--- src/hw/rtl/rlp_pkg.sv ---
`timescale 1ns / 1ps
// ----------------------------------------------------------------------------
// rlp_pkg
// shared types, constants and helpers of the reflectance line position block
// ----------------------------------------------------------------------------
package rlp_pkg;

  localparam int CHANNELS    = 5;
  localparam int SAMPLE_W    = 10;
  localparam int CH_IDX_W    = 3;
  localparam int POS_W       = 13;
  localparam int LOST_W      = 8;
  localparam int WSUM_W      = 14;
  localparam int TOTAL_W     = 13;
  localparam int DIVIDEND_W  = 24;
  localparam int DIVISOR_W   = 25;
  localparam int QUOT_W      = 13;
  localparam int DIV_CNT_W   = 4;

  localparam int IN_TDATA_W  = 56;
  localparam int IN_TUSER_W  = 3;
  localparam int OUT_TDATA_W = 64;

  localparam logic [DIV_CNT_W-1:0] CH_QUOT_BITS  = 4'd10;
  localparam logic [DIV_CNT_W-1:0] POS_QUOT_BITS = 4'd13;

  localparam logic [SAMPLE_W-1:0] SCALE_FULL    = 10'd1000;
  localparam logic [SAMPLE_W-1:0] ON_LINE_LIMIT = 10'd800;
  localparam logic [SAMPLE_W-1:0] NOISE_FLOOR   = 10'd50;
  localparam logic [SAMPLE_W-1:0] SAMPLE_MAX    = 10'd1023;

  localparam logic [POS_W-1:0] POS_SPLIT = 13'd3050;
  localparam logic [POS_W-1:0] POS_LEFT  = 13'd2500;
  localparam logic [POS_W-1:0] POS_RIGHT = 13'd3500;
  localparam logic [POS_W-1:0] POS_RESET = 13'd3000;
  localparam logic [POS_W-1:0] POS_MAX   = 13'd5000;

  localparam logic [LOST_W-1:0] LOST_SAT       = 8'hFF;
  localparam logic [LOST_W-1:0] MAX_LOST_RESET = 8'd3;

  typedef logic [SAMPLE_W-1:0] sample_t;
  typedef logic [CHANNELS-1:0][SAMPLE_W-1:0] sample_arr_t;

  typedef enum logic [1:0] {
    ACT_READ       = 2'd0,
    ACT_CAL_BEGIN  = 2'd1,
    ACT_CAL_SAMPLE = 2'd2,
    ACT_CAL_FIXED  = 2'd3
  } action_t;

  localparam sample_t FIXED_LOW [CHANNELS] = '{10'd117, 10'd129, 10'd124, 10'd127, 10'd101};
  localparam sample_t FIXED_HIGH [CHANNELS] = '{10'd841, 10'd899, 10'd925, 10'd945, 10'd823};

  // divisor is pre-aligned to the top quotient bit by the requester
  typedef struct packed {
    logic                  start;
    logic [DIVIDEND_W-1:0] dividend;
    logic [DIVISOR_W-1:0]  divisor;
    logic [DIV_CNT_W-1:0]  nbits;
  } div_req_t;

  typedef struct packed {
    logic              done;
    logic              busy;
    logic [QUOT_W-1:0] quotient;
  } div_rsp_t;

  // x * 1000 as 1024x - 16x - 8x
  function automatic logic [DIVIDEND_W-1:0] times_1000(input logic [WSUM_W-1:0] x);
    logic [DIVIDEND_W-1:0] xe;
    xe = DIVIDEND_W'(x);
    return (xe << 10) - (xe << 4) - (xe << 3);
  endfunction

endpackage

--- src/hw/rtl/rlp_div.sv ---
`timescale 1ns / 1ps
// ----------------------------------------------------------------------------
// rlp_div
// shared restoring divider, one quotient bit per cycle
// ----------------------------------------------------------------------------
module rlp_div (
  input  logic              clk,
  input  logic              rst_n,
  input  rlp_pkg::div_req_t req,
  output rlp_pkg::div_rsp_t rsp
);
  import rlp_pkg::*;

  logic [DIVIDEND_W-1:0] rem_r, rem_nxt;
  logic [DIVISOR_W-1:0]  dsh_r, dsh_nxt;
  logic [DIV_CNT_W-1:0]  cnt_r, cnt_nxt;
  logic [QUOT_W-1:0]     quo_r, quo_nxt;
  logic                  busy_r, busy_nxt;
  logic                  done_r, done_nxt;
  logic                  fits;

  always_comb begin
    fits     = DIVISOR_W'(rem_r) >= dsh_r;
    rem_nxt  = rem_r;
    dsh_nxt  = dsh_r;
    cnt_nxt  = cnt_r;
    quo_nxt  = quo_r;
    busy_nxt = busy_r;
    done_nxt = 1'b0;
    if (req.start) begin
      rem_nxt  = req.dividend;
      dsh_nxt  = req.divisor;
      cnt_nxt  = req.nbits;
      quo_nxt  = '0;
      busy_nxt = 1'b1;
    end else if (busy_r) begin
      // trial subtract of the aligned divisor
      if (fits) begin
        rem_nxt = rem_r - DIVIDEND_W'(dsh_r);
      end
      quo_nxt = {quo_r[QUOT_W-2:0], fits};
      dsh_nxt = dsh_r >> 1;
      cnt_nxt = cnt_r - 1'b1;
      if (cnt_r == DIV_CNT_W'(1)) begin
        busy_nxt = 1'b0;
        done_nxt = 1'b1;
      end
    end
  end

  always_ff @(posedge clk) begin
    if (!rst_n) begin
      busy_r <= 1'b0;
      done_r <= 1'b0;
    end else begin
      busy_r <= busy_nxt;
      done_r <= done_nxt;
    end
    rem_r <= rem_nxt;
    dsh_r <= dsh_nxt;
    cnt_r <= cnt_nxt;
    quo_r <= quo_nxt;
  end

  assign rsp.done     = done_r;
  assign rsp.busy     = busy_r;
  assign rsp.quotient = quo_r;

endmodule

--- src/hw/rtl/rlp_cal.sv ---
`timescale 1ns / 1ps
// ----------------------------------------------------------------------------
// rlp_cal
// per-channel low and high calibration levels
// ----------------------------------------------------------------------------
module rlp_cal (
  input  logic                          clk,
  input  logic                          rst_n,
  input  logic                          upd_en,
  input  rlp_pkg::action_t              action,
  input  rlp_pkg::sample_arr_t          raw,
  input  logic [rlp_pkg::CH_IDX_W-1:0]  rd_idx,
  output rlp_pkg::sample_t              rd_low,
  output rlp_pkg::sample_t              rd_high
);
  import rlp_pkg::*;

  sample_t low_r  [CHANNELS];
  sample_t high_r [CHANNELS];
  sample_t low_nxt  [CHANNELS];
  sample_t high_nxt [CHANNELS];

  always_comb begin
    for (int i = 0; i < CHANNELS; i++) begin
      low_nxt[i]  = low_r[i];
      high_nxt[i] = high_r[i];
    end
    if (upd_en) begin
      unique case (action)
        ACT_CAL_BEGIN: begin
          for (int i = 0; i < CHANNELS; i++) begin
            low_nxt[i]  = SAMPLE_MAX;
            high_nxt[i] = '0;
          end
        end
        ACT_CAL_SAMPLE: begin
          // zero samples are dropouts and never move a level
          for (int i = 0; i < CHANNELS; i++) begin
            if (raw[i] != '0 && raw[i] > high_r[i]) begin
              high_nxt[i] = raw[i];
            end
            if (raw[i] != '0 && raw[i] < low_r[i]) begin
              low_nxt[i] = raw[i];
            end
          end
        end
        ACT_CAL_FIXED: begin
          for (int i = 0; i < CHANNELS; i++) begin
            low_nxt[i]  = FIXED_LOW[i];
            high_nxt[i] = FIXED_HIGH[i];
          end
        end
        ACT_READ: begin
        end
        default: begin
        end
      endcase
    end
  end

  always_ff @(posedge clk) begin
    if (!rst_n) begin
      for (int i = 0; i < CHANNELS; i++) begin
        low_r[i]  <= FIXED_LOW[i];
        high_r[i] <= FIXED_HIGH[i];
      end
    end else begin
      for (int i = 0; i < CHANNELS; i++) begin
        low_r[i]  <= low_nxt[i];
        high_r[i] <= high_nxt[i];
      end
    end
  end

  assign rd_low  = low_r[rd_idx];
  assign rd_high = high_r[rd_idx];

endmodule

--- src/hw/rtl/reflectance_line_position.sv ---
`timescale 1ns / 1ps
// ----------------------------------------------------------------------------
// reflectance_line_position
// calibrated five-channel reflectance scaling and weighted line position
// ----------------------------------------------------------------------------
//
//  channel  dir  handshake             contents
//  in_      in   tvalid/tready         tdata: raw_ch0..raw_ch4, tuser: action, invert
//  out_     out  tvalid/tready         tdata: line_position, scaled_ch0..scaled_ch4
//  cfg_     in   we                    wdata: max_lost_reads
//
// calibration words are taken in idle; the block is ready again on the next clock
// a read word runs S_CH then S_ACC per channel, with S_CH_DIV between when the channel
// needs the divider, then S_POS, with S_POS_DIV for the averaging divide, and S_OUT;
// no new word is taken until it is back in idle; the one serial divider, a quotient bit per clock, serves both divides
// a finished word waits in the output register while the next word is taken; that
// result stalls until the register drains; synchronous reset loads the fixed tables
//
module reflectance_line_position (
  input  logic                               clk,
  input  logic                               rst_n,
  input  logic                               in_tvalid,
  output logic                               in_tready,
  // raw_ch0, raw_ch1, raw_ch2, raw_ch3, raw_ch4, zero fill
  input  logic [rlp_pkg::IN_TDATA_W-1:0]     in_tdata,
  // action, invert
  input  logic [rlp_pkg::IN_TUSER_W-1:0]     in_tuser,
  output logic                               out_tvalid,
  input  logic                               out_tready,
  // line_position, scaled_ch0, scaled_ch1, scaled_ch2, scaled_ch3, scaled_ch4, zero fill
  output logic [rlp_pkg::OUT_TDATA_W-1:0]    out_tdata,
  input  logic                               cfg_we,
  input  logic [rlp_pkg::LOST_W-1:0]         cfg_wdata
);
  import rlp_pkg::*;

  // sequencer states
  typedef enum logic [6:0] {
    S_IDLE    = 7'b0000001,
    S_CH      = 7'b0000010,
    S_CH_DIV  = 7'b0000100,
    S_ACC     = 7'b0001000,
    S_POS     = 7'b0010000,
    S_POS_DIV = 7'b0100000,
    S_OUT     = 7'b1000000
  } state_t;

  state_t                 state_r, state_nxt;
  logic [CH_IDX_W-1:0]    ch_r, ch_nxt;
  sample_arr_t            raw_r, raw_nxt;
  logic                   white_r, white_nxt;
  sample_arr_t            scaled_r, scaled_nxt;
  logic [WSUM_W-1:0]      wsum_r, wsum_nxt;
  logic [TOTAL_W-1:0]     total_r, total_nxt;
  logic                   on_line_r, on_line_nxt;
  logic [LOST_W-1:0]      lost_r, lost_nxt;
  logic [POS_W-1:0]       pos_r, pos_nxt;
  logic [LOST_W-1:0]      max_lost_r;
  logic                   out_tvalid_r, out_tvalid_nxt;
  logic [OUT_TDATA_W-1:0] out_tdata_r, out_tdata_nxt;

  logic                   in_accept;
  action_t                in_action;
  sample_t                cal_low, cal_high;
  div_req_t               div_req;
  div_rsp_t               div_rsp;

  // per-channel scaling terms
  sample_t                raw_cur, diff, span;
  logic                   span_ok, above_low, at_top;

  // accumulate terms
  sample_t                sc_cur, val;
  logic [WSUM_W-1:0]      weight, weighted;

  // lost-line terms
  logic [LOST_W-1:0]      lost_inc;
  logic                   snap;

  assign in_tready  = (state_r == S_IDLE);
  assign in_accept  = in_tvalid && in_tready;
  assign in_action  = action_t'(in_tuser[1:0]);
  assign out_tvalid = out_tvalid_r;
  assign out_tdata  = out_tdata_r;

  rlp_cal u_cal (
    .clk     (clk),
    .rst_n   (rst_n),
    .upd_en  (in_accept && (in_action != ACT_READ)),
    .action  (in_action),
    .raw     (in_tdata[CHANNELS*SAMPLE_W-1:0]),
    .rd_idx  (ch_r),
    .rd_low  (cal_low),
    .rd_high (cal_high)
  );

  rlp_div u_div (
    .clk   (clk),
    .rst_n (rst_n),
    .req   (div_req),
    .rsp   (div_rsp)
  );

  always_comb begin
    raw_cur   = raw_r[ch_r];
    span_ok   = cal_high > cal_low;
    above_low = raw_cur > cal_low;
    // at or above the high level the quotient reaches 1000 and clamps there
    at_top    = raw_cur >= cal_high;
    diff      = raw_cur - cal_low;
    span      = cal_high - cal_low;

    sc_cur    = scaled_r[ch_r];
    val       = white_r ? (SCALE_FULL - sc_cur) : sc_cur;
    weight    = WSUM_W'(ch_r) + WSUM_W'(1);
    weighted  = WSUM_W'(val) * weight;

    if (on_line_r) begin
      lost_inc = '0;
    end else if (lost_r != LOST_SAT) begin
      lost_inc = lost_r + 1'b1;
    end else begin
      lost_inc = lost_r;
    end
    snap = lost_inc >= max_lost_r;
  end

  always_comb begin
    state_nxt      = state_r;
    ch_nxt         = ch_r;
    raw_nxt        = raw_r;
    white_nxt      = white_r;
    scaled_nxt     = scaled_r;
    wsum_nxt       = wsum_r;
    total_nxt      = total_r;
    on_line_nxt    = on_line_r;
    lost_nxt       = lost_r;
    pos_nxt        = pos_r;
    out_tdata_nxt  = out_tdata_r;
    out_tvalid_nxt = out_tvalid_r && !out_tready;
    div_req        = '0;

    unique case (state_r)
      S_IDLE: begin
        if (in_accept && in_action == ACT_READ) begin
          raw_nxt     = in_tdata[CHANNELS*SAMPLE_W-1:0];
          white_nxt   = in_tuser[2];
          ch_nxt      = '0;
          wsum_nxt    = '0;
          total_nxt   = '0;
          on_line_nxt = 1'b0;
          state_nxt   = S_CH;
        end
      end
      S_CH: begin
        if (!span_ok || !above_low) begin
          scaled_nxt[ch_r] = '0;
          state_nxt        = S_ACC;
        end else if (at_top) begin
          scaled_nxt[ch_r] = SCALE_FULL;
          state_nxt        = S_ACC;
        end else begin
          // below the high level the quotient stays under 1000
          div_req.start    = 1'b1;
          div_req.dividend = times_1000(WSUM_W'(diff));
          div_req.divisor  = DIVISOR_W'(span) << (CH_QUOT_BITS - 1'b1);
          div_req.nbits    = CH_QUOT_BITS;
          state_nxt        = S_CH_DIV;
        end
      end
      S_CH_DIV: begin
        if (div_rsp.done) begin
          scaled_nxt[ch_r] = div_rsp.quotient[SAMPLE_W-1:0];
          state_nxt        = S_ACC;
        end
      end
      S_ACC: begin
        if (val < ON_LINE_LIMIT) begin
          on_line_nxt = 1'b1;
        end
        // noise gate on both sums
        if (val > NOISE_FLOOR) begin
          wsum_nxt  = wsum_r + weighted;
          total_nxt = total_r + TOTAL_W'(val);
        end
        if (ch_r == CH_IDX_W'(CHANNELS - 1)) begin
          state_nxt = S_POS;
        end else begin
          ch_nxt    = ch_r + 1'b1;
          state_nxt = S_CH;
        end
      end
      S_POS: begin
        lost_nxt = snap ? max_lost_r : lost_inc;
        if (snap) begin
          pos_nxt = (pos_r < POS_SPLIT) ? POS_LEFT : POS_RIGHT;
        end
        if (on_line_r && total_r != '0) begin
          div_req.start    = 1'b1;
          div_req.dividend = times_1000(wsum_r);
          div_req.divisor  = DIVISOR_W'(total_r) << (POS_QUOT_BITS - 1'b1);
          div_req.nbits    = POS_QUOT_BITS;
          state_nxt        = S_POS_DIV;
        end else begin
          state_nxt = S_OUT;
        end
      end
      S_POS_DIV: begin
        if (div_rsp.done) begin
          pos_nxt   = div_rsp.quotient[POS_W-1:0];
          state_nxt = S_OUT;
        end
      end
      S_OUT: begin
        // wait for the output register to drain
        if (!out_tvalid_r || out_tready) begin
          out_tdata_nxt  = OUT_TDATA_W'({scaled_r, pos_r});
          out_tvalid_nxt = 1'b1;
          state_nxt      = S_IDLE;
        end
      end
      default: begin
        state_nxt = S_IDLE;
      end
    endcase
  end

  always_ff @(posedge clk) begin
    if (!rst_n) begin
      state_r      <= S_IDLE;
      lost_r       <= '0;
      pos_r        <= POS_RESET;
      max_lost_r   <= MAX_LOST_RESET;
      out_tvalid_r <= 1'b0;
    end else begin
      state_r      <= state_nxt;
      lost_r       <= lost_nxt;
      pos_r        <= pos_nxt;
      out_tvalid_r <= out_tvalid_nxt;
      if (cfg_we) begin
        max_lost_r <= cfg_wdata;
      end
    end
    ch_r        <= ch_nxt;
    raw_r       <= raw_nxt;
    white_r     <= white_nxt;
    scaled_r    <= scaled_nxt;
    wsum_r      <= wsum_nxt;
    total_r     <= total_nxt;
    on_line_r   <= on_line_nxt;
    out_tdata_r <= out_tdata_nxt;
  end

endmodule

--- config.mk ---
export PLATFORM = sky130hd
export DESIGN_NAME = reflectance_line_position
export DESIGN_NICKNAME = d
export VERILOG_FILES = /design/src/hw/rtl/rlp_pkg.sv /design/src/hw/rtl/rlp_div.sv /design/src/hw/rtl/rlp_cal.sv /design/src/hw/rtl/reflectance_line_position.sv
export SDC_FILE = /design/constraint.sdc
export NUM_CORES = 1
export LEC_CHECK = 0
export BUFFER_PORTS_ARGS = -buffer_cell sky130_fd_sc_hd__buf_2
export CAP_MARGIN = 15
export CORE_MARGIN = 5
export CORE_UTILIZATION = 57
export CTS_CLUSTER_SIZE = 40
export DETAILED_ROUTE_END_ITERATION = 8
export PLACE_DENSITY_LB_ADDON = 0.05
export SLEW_MARGIN = 20
export SYNTH_ARGS = -nofsm -noshare
export SYNTH_HDL_FRONTEND = slang
export SYNTH_SLANG_ARGS = --single-unit
--- constraint.sdc ---
create_clock -name clk -period 6.5 [get_ports clk]
set_input_delay 0.325 -clock clk [delete_from_list [all_inputs] [get_ports clk]]
set_output_delay 0.325 -clock clk [all_outputs]
set_load 0.005 [all_outputs]
==> results.toml <==
[drt]
via_per_inst = 6.12
dr.first_iter.drc_count = 1709
drc = 0
ant_nets = 0
finalWirelength_um = 72500
vias = 20525
dr.pass1.iters = 5
wl_per_cell_um = 21.6

[yosys]
ys_warn_count = 0
synth_top_area_share_pct = 28.7
synth_top_cells_by_count = "edfxtp_1, ha_1, inv_1, nor2_1, dfxtp_1"
seq_area_frac_synth_pct = 40.7
synthCells = 2588
async_flop_share_pct = 0
synthTopCellsByArea = "edfxtp_1, dfxtp_1, ha_1, inv_1, mux2i_1"
yosys.area.top_type = "edfxtp_1"
avgSynthCellArea_um2 = 10.0
synth_edf_count = 248
ys_seq_elements = 403
ys.flop_type = "edfxtp_1"
synth_area_um2 = 26000
synth.distinct_cells = 99
synth_most_common_cell = "edfxtp_1"

[place]
portBuffers = 130
gp_congestion = 0.968
dp_cells = 3259
hpwl_um = 54300

[clocking]
numCtsBuffers = 46
ctsLongestPathBuffers = 3
cts.clk_slew.worst_paths_ps = 60
cts_tree = "built"
htreeDepth = 2
clk_latency_ps = 590
clockRootBuffer = "clkbuf_16"
clkSinkCount = 403

[power]
sequentialPowerShare_pct = 33.0
sw_frac_of_total_pct = 36.1
power_density_nw_per_um2 = 319
clockPowerShare_pct = 28.4
p_int_mw = 5.91
switching_power_mw = 3.34
p_comb_share_pct = 38.6
p_leak_nw = 12.3
peakVddDrop_mv = 0.267

[run]
drv_cap = 0

[sta]
worst_pin_slew_ps = 1020
max_freq_mhz = 161
finClkSkew_ps = 28.7
slew_violations = 0
slew_headroom_pct = 32.2
fin_crit_sh_pct = 95.6
fin_tns_setup_ps = 0
setup_violations = 0
fin_crit_ps = 6210
rsz0062_at_grt = "false"
hold_viol_final = 0

[setup_path]
worstPathArrival_ps = 6650
cp_slowest_cell = "o41ai_4"
cp_common_cell = "ha_1"
critPathMaxFanout = 7
crit_path_end_kind = "flop"
slowest_delay_ps = 520
crit_required_ps = 6930
path_class = "flop to flop"
start_kind = "flop"

[die]
row_count = 78
die_area_um2 = 49900
initial_core_util_pct = 57.4
fp.dieH_um = 223
ios = 138
core_um2 = 45200
die_w_um = 223

[grt]
track_usage_pct = 28.6
antenna_found_initial = 0
grt_pass1_wl_um = 114000
grt-ovfl-total = 0
grt_pass1_vias = 20359
grt_max_degree = 75

[finish]
syn_to_final_growth_pct = 11.9
drive_gt1_share_pct = 12.5
fillers = 3725
num-nets-final = 3064
final_cells = 3354
n_antenna_cell = 0
finish.utilization_pct = 64.3

[hold_path]
hold_class = "primary input to flop"

[status]
status = "finished clean"
## path summary, 6_finish.rpt
kind	cells past startpoint	from	slack (ps)	endpoint
setup / recovery	25	ch_r[2]$_DFFE_PP_	290	u_div.rem_r[21]$_DFFE_PP_
hold / removal	1	in_tdata[10]	20	raw_r[10]$_DFFE_PP_
setup reg to reg	25	ch_r[2]$_DFFE_PP_	290	u_div.rem_r[21]$_DFFE_PP_
hold reg to reg	0	flop	450	out_tdata[19]$_DFFE_PP_
## layout make-up
type	instances	area, µm²	share of cell area [%]
tap	600	751	2.59
clock buffer	55	1240	4.26
inverter	239	897	3.09
sequential	403	10600	36.3
multi-input combinational	1831	14100	48.6
clock inverter	29	293	1.01
timing repair buffer	197	1190	4.11
## state kept, by name (all words and copies together), names as in the netlist, 3 cells and up, named ones only
name / count
out_tdata: 63
raw_r: 50
u_cal.high_r: 50
u_cal.low_r: 50
u_div.dsh_r: 25
u_div.rem_r: 24
scaled_r: 20
wsum_r: 14
pos_r: 13
total_r: 13
u_div.quo_r: 13
lost_r: 8
max_lost_r: 8
state_r: 7
u_div.cnt_r: 4
ch_r: 3
## per-stage QoR
stage	power (mW)	instance area, µm²	setup WS, ps	hold slack, ps
final	9.26	29000	289	20.4
after detailed placement	6.57	27300	120	431
after floorplan	5.64	26000	102	408
after global routing	9.81	29000	9.24	19.4
after CTS	9.21	29000	58.9	2.24
after global placement	6.49	27300	265	422
## cells in the final DEF (no fill, tap or decap), types with 77 or more instances in the layout
master	n
ha_1	236
mux2i_1	84
nor2_1	222
buf_2	130
dfxtp_1	155
inv_1	234
nand2_1	143
a21oi_1	123
edfxtp_1	248
nand2b_1	77
## logic make-up after synthesis
logic type | count (synthesis) | synth area share (%)
DFF | 403 | 40.7
and+or+nand+nor | 717 | 13.7
AOI/OAI and AO/OA | 615 | 16.6
other | 2 | 0.0289
muxes | 115 | 5.80
buffers and inverters | 355 | 5.31
adders and majority gates | 274 | 14.3
xor gates and xnor gates | 107 | 3.64
## routing by layer
layer | track usage (%) | part of all wire, % | routed length [µm]
met1 | 38.9 | 43 | 31100
met3 | 3.84 | 6.2 | 4470
met5 | 0 | 0 | 0
met2 | 47.7 | 47 | 34400
met4 | 9.49 | 3.5 | 2540
## worst max-delay path: cells and delay by family, from the launching register on
kind	cells	cell delay (ps)
and+or+nand+nor	10	2010
AOI/OAI and AO/OA	7	1640
adders and majority gates	4	1350
DFF	1	430
xor gates and xnor gates	2	360
buffers and inverters	2	250
## power groups by stage
| stage | clock (mW) | sequential, mW | combinational (mW) |
|---|---|---|---|
| 3_3_place_gp | 0 | 3.10 | 3.39 |
| 6_report | 2.63 | 3.05 | 3.58 |
| 5_1_grt | 2.79 | 3.06 | 3.96 |
| 4_1_cts | 2.67 | 3.05 | 3.49 |
| 3_5_place_dp | 0 | 3.10 | 3.47 |
| 2_1_floorplan | 0 | 3.02 | 2.63 |
## timing repair
action / CTS / global route
endpoints found under the setup margin: 0 / 8
hold endpoints to repair: 11 / 0
hold buffers: 11 / 0
gates resized for setup: 0 / 7
setup buffers: 0 / 0
No activity file was read; power rests on OpenSTA's default activity.
